File: config.mk
export PLATFORM = sky130hd
export DESIGN_NAME = char_lcd_nibble_writer
export DESIGN_NICKNAME = d
export VERILOG_FILES = /design/src/sv/clnw_pkg.sv /design/src/sv/clnw_front.sv /design/src/sv/clnw_queue.sv /design/src/sv/clnw_back.sv /design/src/sv/char_lcd_nibble_writer.sv
export SDC_FILE = /design/constraint.sdc
export NUM_CORES = 1
export LEC_CHECK = 0
export BUFFER_PORTS_ARGS = -buffer_cell sky130_fd_sc_hd__buf_2
export CELL_PAD_IN_SITES_DETAIL_PLACEMENT = 1
export CELL_PAD_IN_SITES_GLOBAL_PLACEMENT = 1
export CORE_MARGIN = 5
export CORE_UTILIZATION = 25
export CTS_CLUSTER_DIAMETER = 200
export DETAILED_ROUTE_END_ITERATION = 8
export GPL_TIMING_DRIVEN = 0
export PLACE_DENSITY_LB_ADDON = 0.1
export REMOVE_ABC_BUFFERS = 1
export SLEW_MARGIN = 15
export SYNTH_ARGS = -nofsm -noshare
export SYNTH_HDL_FRONTEND = slang
export SYNTH_SLANG_ARGS = --single-unit
File: constraint.sdc
create_clock -name i_clk -period 3.7 [get_ports i_clk]
set_input_delay 0.185 -clock i_clk [delete_from_list [all_inputs] [get_ports i_clk]]
set_output_delay 0.185 -clock i_clk [all_outputs]
set_load 0.03 [all_outputs]
File: src/sv/clnw_pkg.sv
`default_nettype none

package clnw_pkg;

    typedef enum logic [1:0] {
        REQ_CMD  = 2'd0,
        REQ_DATA = 2'd1,
        REQ_MOVE = 2'd2
    } t_req_type;

    typedef enum logic [2:0] {
        PH_SETUP_HI  = 3'd0,
        PH_STROBE_HI = 3'd1,
        PH_SETUP_LO  = 3'd2,
        PH_STROBE_LO = 3'd3,
        PH_RELEASE   = 3'd4
    } t_phase;

    localparam logic CFG_SETUP_DELAY = 1'b0;
    localparam logic CFG_STROBE      = 1'b1;

    localparam logic [7:0] SETUP_DELAY_RESET = 8'd4;
    localparam logic [7:0] STROBE_RESET      = 8'd5;

    localparam logic [7:0] CMD_ROW0 = 8'h80;
    localparam logic [7:0] CMD_ROW1 = 8'hC0;

    localparam logic HOLD_TICKS = 1'b0;
    localparam logic HOLD_MS    = 1'b1;

    localparam int QUEUE_DEPTH_DEF = 2;

    typedef struct packed {
        logic [7:0] byte_value;
        logic       rs;
    } t_word;

    typedef struct packed {
        logic empty;
        logic full;
    } t_q_status;

endpackage

`default_nettype wire

File: src/sv/clnw_front.sv
`default_nettype none

module clnw_front (
    input  wire logic [1:0]     i_req_type,
    input  wire logic [7:0]     i_byte_value,
    input  wire logic [3:0]     i_column,
    input  wire logic           i_row,
    output clnw_pkg::t_word     o_word
);

    clnw_pkg::t_req_type req;

    assign req = clnw_pkg::t_req_type'(i_req_type);

    // only bit 1 marks a cursor move, so type three moves too
    always_comb begin
        case (req)
            clnw_pkg::REQ_CMD: begin
                o_word.byte_value = i_byte_value;
                o_word.rs         = 1'b0;
            end
            clnw_pkg::REQ_DATA: begin
                o_word.byte_value = i_byte_value;
                o_word.rs         = 1'b1;
            end
            default: begin
                o_word.byte_value = (i_row ? clnw_pkg::CMD_ROW1 : clnw_pkg::CMD_ROW0)
                                    + {4'd0, i_column};
                o_word.rs         = 1'b0;
            end
        endcase
    end

endmodule

`default_nettype wire

File: src/sv/clnw_queue.sv
`default_nettype none

module clnw_queue #(
    parameter int DEPTH = clnw_pkg::QUEUE_DEPTH_DEF
) (
    input  wire logic               i_clk,
    input  wire logic               i_rst_n,
    input  wire logic               i_push,
    input  wire clnw_pkg::t_word    i_word,
    input  wire logic               i_pop,
    output clnw_pkg::t_word         o_word,
    output clnw_pkg::t_q_status     o_status
);

    localparam int PTR_W = (DEPTH > 1) ? $clog2(DEPTH) : 1;
    localparam int CNT_W = $clog2(DEPTH + 1);

    clnw_pkg::t_word r_mem [DEPTH];

    logic [PTR_W-1:0] r_wr_ptr, n_wr_ptr;
    logic [PTR_W-1:0] r_rd_ptr, n_rd_ptr;
    logic [CNT_W-1:0] r_count, n_count;

    assign o_status.empty = (r_count == CNT_W'(0));
    assign o_status.full  = (r_count == CNT_W'(DEPTH));
    assign o_word         = r_mem[r_rd_ptr];

    always_comb begin
        n_wr_ptr = r_wr_ptr;
        n_rd_ptr = r_rd_ptr;
        n_count  = r_count;
        if (i_push) begin
            n_wr_ptr = (r_wr_ptr == PTR_W'(DEPTH - 1)) ? PTR_W'(0) : r_wr_ptr + PTR_W'(1);
        end
        if (i_pop) begin
            n_rd_ptr = (r_rd_ptr == PTR_W'(DEPTH - 1)) ? PTR_W'(0) : r_rd_ptr + PTR_W'(1);
        end
        if (i_push && !i_pop) begin
            n_count = r_count + CNT_W'(1);
        end else if (i_pop && !i_push) begin
            n_count = r_count - CNT_W'(1);
        end
    end

    always_ff @(posedge i_clk) begin
        if (!i_rst_n) begin
            r_wr_ptr <= '0;
            r_rd_ptr <= '0;
            r_count  <= '0;
        end else begin
            r_wr_ptr <= n_wr_ptr;
            r_rd_ptr <= n_rd_ptr;
            r_count  <= n_count;
        end
    end

    always_ff @(posedge i_clk) begin
        if (i_push) begin
            r_mem[r_wr_ptr] <= i_word;
        end
    end

endmodule

`default_nettype wire

File: src/sv/clnw_back.sv
`default_nettype none

module clnw_back (
    input  wire logic               i_clk,
    input  wire logic               i_rst_n,
    input  wire logic [7:0]         i_setup_delay_ms,
    input  wire logic [7:0]         i_strobe_ticks,
    input  wire clnw_pkg::t_word    i_word,
    input  wire clnw_pkg::t_q_status i_q_status,
    output logic                    o_pop,
    output logic                    o_valid,
    input  wire logic               i_stall,
    output logic [3:0]              o_bus_nibble,
    output logic                    o_reg_select,
    output logic                    o_enable_line,
    output logic [7:0]              o_hold_amount,
    output logic                    o_hold_unit,
    output logic                    o_last_phase
);

    clnw_pkg::t_phase r_phase, n_phase;
    logic             r_valid, n_valid;
    clnw_pkg::t_word  r_word, n_word;
    logic [3:0]       r_cur_nib, n_cur_nib;
    logic             r_cur_rs, n_cur_rs;
    logic             advance;

    assign advance = r_valid && !i_stall;
    assign o_valid = r_valid;

    always_ff @(posedge i_clk) begin
        if (!i_rst_n) begin
            r_phase   <= clnw_pkg::PH_SETUP_HI;
            r_valid   <= 1'b0;
            r_cur_nib <= 4'd0;
            r_cur_rs  <= 1'b0;
        end else begin
            r_phase   <= n_phase;
            r_valid   <= n_valid;
            r_cur_nib <= n_cur_nib;
            r_cur_rs  <= n_cur_rs;
        end
    end

    always_ff @(posedge i_clk) begin
        r_word <= n_word;
    end

    always_comb begin
        n_phase   = r_phase;
        n_valid   = r_valid;
        n_word    = r_word;
        n_cur_nib = r_cur_nib;
        n_cur_rs  = r_cur_rs;
        if (advance) begin
            case (r_phase)
                clnw_pkg::PH_SETUP_HI:  n_phase = clnw_pkg::PH_STROBE_HI;
                clnw_pkg::PH_STROBE_HI: n_phase = clnw_pkg::PH_SETUP_LO;
                clnw_pkg::PH_SETUP_LO:  n_phase = clnw_pkg::PH_STROBE_LO;
                clnw_pkg::PH_STROBE_LO: n_phase = clnw_pkg::PH_RELEASE;
                clnw_pkg::PH_RELEASE: begin
                    n_phase   = clnw_pkg::PH_SETUP_HI;
                    n_valid   = 1'b0;
                    n_cur_nib = r_word.byte_value[3:0];
                    n_cur_rs  = r_word.rs;
                end
                default: n_phase = clnw_pkg::PH_SETUP_HI;
            endcase
        end
        o_pop = (!r_valid || (advance && r_phase == clnw_pkg::PH_RELEASE))
                && !i_q_status.empty;
        if (o_pop) begin
            n_valid = 1'b1;
            n_phase = clnw_pkg::PH_SETUP_HI;
            n_word  = i_word;
        end
    end

    always_comb begin
        o_bus_nibble  = r_word.byte_value[7:4];
        o_reg_select  = r_word.rs;
        o_enable_line = 1'b0;
        o_hold_amount = i_setup_delay_ms;
        o_hold_unit   = clnw_pkg::HOLD_MS;
        o_last_phase  = 1'b0;
        case (r_phase)
            clnw_pkg::PH_SETUP_HI: begin
                // old pins held while the setup wait runs
                o_bus_nibble = r_cur_nib;
                o_reg_select = r_cur_rs;
            end
            clnw_pkg::PH_STROBE_HI: begin
                o_enable_line = 1'b1;
                o_hold_amount = i_strobe_ticks;
                o_hold_unit   = clnw_pkg::HOLD_TICKS;
            end
            clnw_pkg::PH_SETUP_LO: begin
            end
            clnw_pkg::PH_STROBE_LO: begin
                o_bus_nibble  = r_word.byte_value[3:0];
                o_enable_line = 1'b1;
                o_hold_amount = i_strobe_ticks;
                o_hold_unit   = clnw_pkg::HOLD_TICKS;
            end
            clnw_pkg::PH_RELEASE: begin
                o_bus_nibble  = r_word.byte_value[3:0];
                o_hold_amount = 8'd0;
                o_hold_unit   = clnw_pkg::HOLD_TICKS;
                o_last_phase  = 1'b1;
            end
            default: begin
            end
        endcase
    end

    a_idle_phase: assert property (@(posedge i_clk) disable iff (!i_rst_n)
        r_phase != clnw_pkg::PH_SETUP_HI |-> r_valid)
        else $error("phase advanced with no word in flight");

    a_stall_hold: assert property (@(posedge i_clk) disable iff (!i_rst_n)
        r_valid && i_stall |=> r_valid && $stable(r_phase))
        else $error("phase moved under stall");

    a_cur_update: assert property (@(posedge i_clk) disable iff (!i_rst_n)
        advance && r_phase == clnw_pkg::PH_RELEASE
        |=> r_cur_nib == $past(r_word.byte_value[3:0]) && r_cur_rs == $past(r_word.rs))
        else $error("bus state not taken from finished word");

    a_no_pop_busy: assert property (@(posedge i_clk) disable iff (!i_rst_n)
        o_pop |-> !r_valid || (advance && r_phase == clnw_pkg::PH_RELEASE))
        else $error("pop while a word is mid sequence");

endmodule

`default_nettype wire

File: src/sv/char_lcd_nibble_writer.sv
`default_nettype none

// channel   valid        stall        payload
// in        i_in_valid   o_in_stall   i_req_type i_byte_value i_column i_row
// out       o_out_valid  i_out_stall  o_bus_nibble o_reg_select o_enable_line
//                                     o_hold_amount o_hold_unit o_last_phase
// cfg       i_cfg_we     -            i_cfg_index i_cfg_data
//
// Each word yields five phases, one per cycle while out is not stalled, stepped
// by the single phase sequencer in the back end.
// First phase appears once the word is written into the queue and then popped into the back end's word register.
// A QUEUE_DEPTH word queue decouples in from out; in stalls only when it is full.
// Reset is synchronous, active low; registers return to 4 ms setup, 5 ticks strobe.

module char_lcd_nibble_writer #(
    parameter int QUEUE_DEPTH = clnw_pkg::QUEUE_DEPTH_DEF
) (
    input  wire logic       i_clk,
    input  wire logic       i_rst_n,
    input  wire logic       i_cfg_we,
    input  wire logic       i_cfg_index,
    input  wire logic [7:0] i_cfg_data,
    input  wire logic       i_in_valid,
    output logic            o_in_stall,
    input  wire logic [1:0] i_req_type,
    input  wire logic [7:0] i_byte_value,
    input  wire logic [3:0] i_column,
    input  wire logic       i_row,
    output logic            o_out_valid,
    input  wire logic       i_out_stall,
    output logic [3:0]      o_bus_nibble,
    output logic            o_reg_select,
    output logic            o_enable_line,
    output logic [7:0]      o_hold_amount,
    output logic            o_hold_unit,
    output logic            o_last_phase
);

    logic [7:0]          r_setup_delay_ms;
    logic [7:0]          r_strobe_ticks;
    clnw_pkg::t_word     front_word;
    clnw_pkg::t_word     q_word;
    clnw_pkg::t_q_status q_status;
    logic                push;
    logic                pop;

    always_ff @(posedge i_clk) begin
        if (!i_rst_n) begin
            r_setup_delay_ms <= clnw_pkg::SETUP_DELAY_RESET;
            r_strobe_ticks   <= clnw_pkg::STROBE_RESET;
        end else if (i_cfg_we) begin
            case (i_cfg_index)
                clnw_pkg::CFG_SETUP_DELAY: r_setup_delay_ms <= i_cfg_data;
                clnw_pkg::CFG_STROBE:      r_strobe_ticks   <= i_cfg_data;
                default: begin
                end
            endcase
        end
    end

    assign o_in_stall = q_status.full;
    assign push       = i_in_valid && !q_status.full;

    clnw_front u_front (
        .i_req_type   (i_req_type),
        .i_byte_value (i_byte_value),
        .i_column     (i_column),
        .i_row        (i_row),
        .o_word       (front_word)
    );

    clnw_queue #(
        .DEPTH (QUEUE_DEPTH)
    ) u_queue (
        .i_clk    (i_clk),
        .i_rst_n  (i_rst_n),
        .i_push   (push),
        .i_word   (front_word),
        .i_pop    (pop),
        .o_word   (q_word),
        .o_status (q_status)
    );

    clnw_back u_back (
        .i_clk            (i_clk),
        .i_rst_n          (i_rst_n),
        .i_setup_delay_ms (r_setup_delay_ms),
        .i_strobe_ticks   (r_strobe_ticks),
        .i_word           (q_word),
        .i_q_status       (q_status),
        .o_pop            (pop),
        .o_valid          (o_out_valid),
        .i_stall          (i_out_stall),
        .o_bus_nibble     (o_bus_nibble),
        .o_reg_select     (o_reg_select),
        .o_enable_line    (o_enable_line),
        .o_hold_amount    (o_hold_amount),
        .o_hold_unit      (o_hold_unit),
        .o_last_phase     (o_last_phase)
    );

endmodule

`default_nettype wire
Word-level counts from Yosys, hierarchy flattened

Memory sizes are Yosys's and may differ from the RTL's. A register that Yosys moved wholly into a read port is not among the register bits.
Cells that the tools add are included.

Register bits after elaboration: 29
Bits in latches: 0
RAM bits: 18
ROM bits: 0
Input bits: 29
Output and inout bits: 18
Word-level logic and storage cells: 68
Memories: 1

$add $sub $neg: 5
$mul: 0
Div/mod/pow operators: 0
Magnitude comparators: 0
Eq/ne operators: 6
Shift-type cells: 0
Multiplexer cells: 18
Bitwise gates (word level): 2
Reductions and logical operators: 27

Memories:

| name          | depth | bits a word | read ports | clocked after memory_dff | write ports | RTL line         | RTL |
|---|---|---|---|---|---|---|---|
| u_queue.r_mem | 2     | 9           | 1          | 1                        | 1           | clnw_queue.sv:18 | `clnw_pkg::t_word r_mem [DEPTH];` |

Operator list:

| kind                | count |
|---|---|
| $pmux 9 s2          | 1 |
| $pmux 8 s2          | 1 |
| $pmux 3 s4          | 1 |
| $mux 1              | 11 |
| $add 8x4->8         | 1 |
| $pmux 4 s2          | 1 |
| $reduce_and 2->1    | 4 |
| $mux 7              | 1 |
| $eq 3x2->1 const B  | 2 |
| $logic_and 1x1->1   | 6 |
| $logic_not 1->1     | 6 |
| $reduce_bool 2->1   | 3 |
| $reduce_or 2->1     | 3 |
| $logic_not 2->1     | 2 |
| $mux 2              | 2 |
| $eq 3x1->1 const B  | 1 |
| $eq 3x3->1 const B  | 1 |
| $logic_not 3->1     | 1 |
| $reduce_or 3->1     | 1 |
| $add 1x1->1 const B | 2 |
| $add 2x1->2 const B | 1 |
| $eq 2x1->1 const B  | 1 |
| $eq 2x2->1 const B  | 1 |
| $not 1->1           | 2 |
| other kinds (2)     | 2 |

Logic depth before layout (Yosys ltp)

Word-level depth: 8
Mapped depth: 8
Gate-level depth less buffers: 7

Cells and area by module

Synthesis repeated with hierarchy kept, for this count alone.

Cells, all modules: 225
Area total of the unflattened synthesis: 2572.5 µm²

By module, submodules not included:

| module                 | instances | cells each | area an instance (µm²) | seq. area each (µm²) |
|---|---|---|---|---|
| clnw_back              | 1         | 99         | 953.4                  | 450.4 |
| clnw_queue             | 1         | 50         | 865.8                  | 640.6 |
| char_lcd_nibble_writer | 1         | 66         | 634.4                  | 320.3 |
| clnw_front             | 1         | 10         | 118.9                  | 0.0 |

Least setup slack after synthesis

No wires, ideal clock.

Kind: flip-flop to flip-flop
From: register u_back.r_phase[0]
To: register u_queue.r_count[1]
Library setup time: 0.070 ns
Arrival time: 2.271 ns
Required time: 3.630 ns
Slack: 1.359 ns
Cell stages (with the launch flop): 8
Buffers on the path: 1
Period minus slack after synthesis: 2.341 ns
Path through: dfxtp_1 > buf_6 > or4b_4 > a21oi_2 > inv_1 > ha_1 > or3_1 > a21oi_1

Word-level cells in the longest chain between the ends: 7
Elaborated cells between the ends (all ways): 9
Those cells by class: 1 x eq/ne; 1 x mux; 7 x reduce/logical

Ends and longest elaborated chain:

| what                                        | RTL line                     | RTL |
|---|---|---|
| from (decl)                                 | clnw_back.sv:21              | `clnw_pkg::t_phase r_phase, n_phase;` |
| from (signal assigned)                      | clnw_back.sv:33              | `r_phase <= clnw_pkg::PH_SETUP_HI;` |
| from (signal assigned)                      | clnw_back.sv:38              | `r_phase <= n_phase;` |
| $eq 3x3->1 *                                | clnw_back.sv:70              | `o_pop = (!r_valid \|\| (advance && r_phase == clnw_pkg::PH_RELEASE))` |
| $logic_and 1x1->1 *                         | clnw_back.sv:70              |  |
| $logic_or 1x1->1 *                          | clnw_back.sv:70              |  |
| $logic_and 1x1->1 *                         | clnw_back.sv:71              | `&& !i_q_status.empty;` |
| named net pop                               | char_lcd_nibble_writer.sv:45 | `logic pop;` |
| $logic_not 1->1                             | clnw_queue.sv:38             | `if (i_push && !i_pop) begin` |
| $logic_and 1x1->1                           | clnw_queue.sv:38             |  |
| $mux 2 or $reduce_bool 2->1 (tied branches) | n/a                          |  |
| to (signal assigned)                        | clnw_queue.sv:53             | `r_count <= n_count;` |
| to (decl)                                   | clnw_queue.sv:22             | `logic [CNT_W-1:0] r_count, n_count;` |

The timed path passes the listed nets; every way through them passes the cells marked *.
A chain may end at the register's enable or synchronous reset.

Worst setup path after layout

From: register u_back.r_phase[2]
To: register u_queue.r_count[1]

The elaborated chain is that of the path after synthesis.

==> reports/results.txt <==
CTS root buf = clkbuf_8
Simple-Gate Fraction of Synth Area = 19.1%
First-pass DRT Iterations = 4
Nets = 317
Final min period = 2890 ps
Seq/Total Area, Yosys = 55.2%
Final max-slew violation count = 0
Post-Synth XOR/XNOR Area = 0.695%
Crit share post-route = 78.0%
Leak = 1.13 nW
Area of the multi-input gates = 1050 um2
Post-synth EDFFs = 27
Vias/cell = 4.36
Drc violations = 0
Relative slew slack = 50.0%
Share of layout cells above drive strength 1 = 26.4%
RR Endpoint = u_queue.r_count[1]
Post-CTS setup buffer count = 0
Most frequent cell after synthesis = nand2_1
Hpwl dp = 4280 um
Post-Route Setup TNS = 0 ps
Pin count of the biggest net entering global routing = 21
Initial Utilization = 25.6%
Sink Count = 56
Largest family of logic cells by synthesized area = simple AND/OR/NAND/NOR gates
Worst Setup Path Type = reg -> reg
Synth Instances = 250
DIE AREA = 12200 um2
Cells on worst reg2reg path = 6
Die X = 110 um
Main area contributors after synthesis = edfxtp_1 (32%), dfxtp_1 (23%), nand2_1 (9.1%)
Top FF cell, synth = dfxtp_1
Worst Setup End Kind = flip-flop
Seq. cell area = 1390 um2
CTS resizes = 0
Row count = 36
Dominant cell type by area after synthesis = edfxtp_1
Slew @ Worst Pin = 747 ps
Final WL = 6050 um
Worst VDD drop = 0.245 mV
Critical Path AT = 3130 ps
First-pass GRT wire length = 10100 um
Mux share of post-synthesis cell area = 10.7%
Compound-cell area share of the yosys netlist = 10.2%
Synth unique cells = 34
CTS buffer count = 5
Worst-path maximum fanout = 15
ANT cells = 0
Vias in the first global route = 1977
Synthesized area per cell = 10.1 um2
RSZ-0062 raised after global routing = false
Max Freq = 347 MHz
Core Region = 9820 um2
Hold path cells = 3
# H-tree levels = 2
DR vias = 1834
# IOs = 47
Synthesized cell area = 2520 um2
Crit start category = flip-flop
Pwr Density = 556 nW/um2
Final Hold Fails = 0
Synth Area in Adders = 0.497%
GRT Util Overall = 10.8%
CP Data Required Time = 3940 ps
Top post-synthesis cells by count = nand2_1 (61), dfxtp_1 (29), edfxtp_1 (27)
Synth warnings = 0
Routed WL per cell = 14.4 um
Yosys reg bits = 56
Max_cap viols = 0
Worst Skew = 4.16 ps
Hold buffers post-CTS = 0
Initial antenna violation count = 0
# port buffers = 46
Worst hold endpoint = r_setup_delay_ms[6]
Core Util, Final = 30.1%
Final ANT Viol Nets = 0
Hold Crit Class = in -> reg
Reg2reg start = u_back.r_phase[2]
CTS tree = done
Die H = 110 um
Post-synth top area share = 32.2%
Worst-Skew Late Latency = 310 ps
GPL Wtd Cong = 0.672
Async S/R FF share, synth = 0%
Max Root-Sink Buffers = 2
DRT iter0 DRCs = 51
Reg2reg setup slack = 810 ps
FILL cells = 1181
Total grt overflow = 0
Reg clk slew, reported paths = 110 ps
Status = completed
Area growth from synthesis to layout = 17.4%
Final setup violation count = 0
Hold Path Origin = i_cfg_data[6]
-- metrics by stage --
step	area (um2)	power [mW]	setup WS [ps]	instances	hold WS [ps]
4_1_cts	2960	1.68	753	421	91.8
2_1_floorplan	2450	1.16	1090	233	257
3_5_place_dp	2860	1.31	784	413	430
5_1_grt	2960	1.76	557	421	109
3_3_place_gp	2840	1.30	771	412	433
6_report	2960	1.64	814	421	112
-- cell families after synthesis --
logic type	count (synthesis)
compound gates	40
mux	25
flops	56
xor+xnor	2
simple gates	104
fa+ha+maj	1
buf+inv	22
-- per-layer routing --
layer,up-vias,part of all wire (%),global-route usage (%)
li1,936,-,-
met5,-,0,0
met3,5,4.3,2.33
met4,0,0.99,3.17
met2,34,47,18.4
met1,859,47,13.8
-- placed cells by master, fill, tap and decap left out, types with 2 or more instances in the layout --
cell       n
a21oi_1   15
nor2_1    10
and3_1     5
nor2b_1    5
a211oi_1   2
mux2_2    15
buf_2     46
nand2_1   61
inv_1      5
xor2_1     2
mux2i_1   10
dfxtp_1   29
o21ai_0   14
edfxtp_1  27
nor3_1     2
nand3_1    3
a221oi_1   4
or3_1      2
nand2b_1   8
clkbuf_8   5
-- where the power goes --
part | switching [mW] | total [mW] | internal (mW) | leakage (nW)
registers | 0.0924 | 0.869 | 0.777 | 0.490
logic | 0.250 | 0.417 | 0.167 | 0.591
clock network | 0.220 | 0.359 | 0.140 | 0.0463
-- area by class of cell --
type                            instances  share of cell area, %
Timing Repair Buffer                   47                   8.04
Multi-Input combinational cell        172                   35.4
Sequential cell                        56                   47.0
Clock buffer                            5                   2.33
Clock inverter                          3                  0.931
Tap cell                              133                   5.63
Inverter                                5                  0.635
-- worst max-delay path: stages (launching register included) --
cell and delay, ps:
dfxtp_1 700, or4b_4 590, a21oi_2 600, inv_1 110, ha_1 340, or3_1 350, a21oi_1 140
-- flip-flops by register name, summed over array words and instances, names as in the netlist --
signal / count
u_back.r_cur_rs: 1
u_back.r_word: 9
r_strobe_ticks: 8
u_back.r_phase: 3
u_back.o_valid: 1
u_queue.r_mem: 18
u_queue.r_count: 2
u_back.r_cur_nib: 4
u_queue.r_wr_ptr: 1
r_setup_delay_ms: 8
u_queue.r_rd_ptr: 1
-- worst max path at each step --
stage | start | to | depth (start not counted)
floorplan | u_back.r_phase[2] | o_hold_amount[0] | 2
global placement | u_back.r_phase[2] | u_queue.r_count[1] | 6
detailed placement | u_back.r_phase[2] | u_queue.r_count[1] | 6
CTS | u_back.r_phase[2] | u_queue.r_count[1] | 6
global route | u_back.r_phase[2] | u_queue.r_count[1] | 7
finish | u_back.r_phase[2] | u_queue.r_count[1] | 6
(Power assumes the default switching activity.)
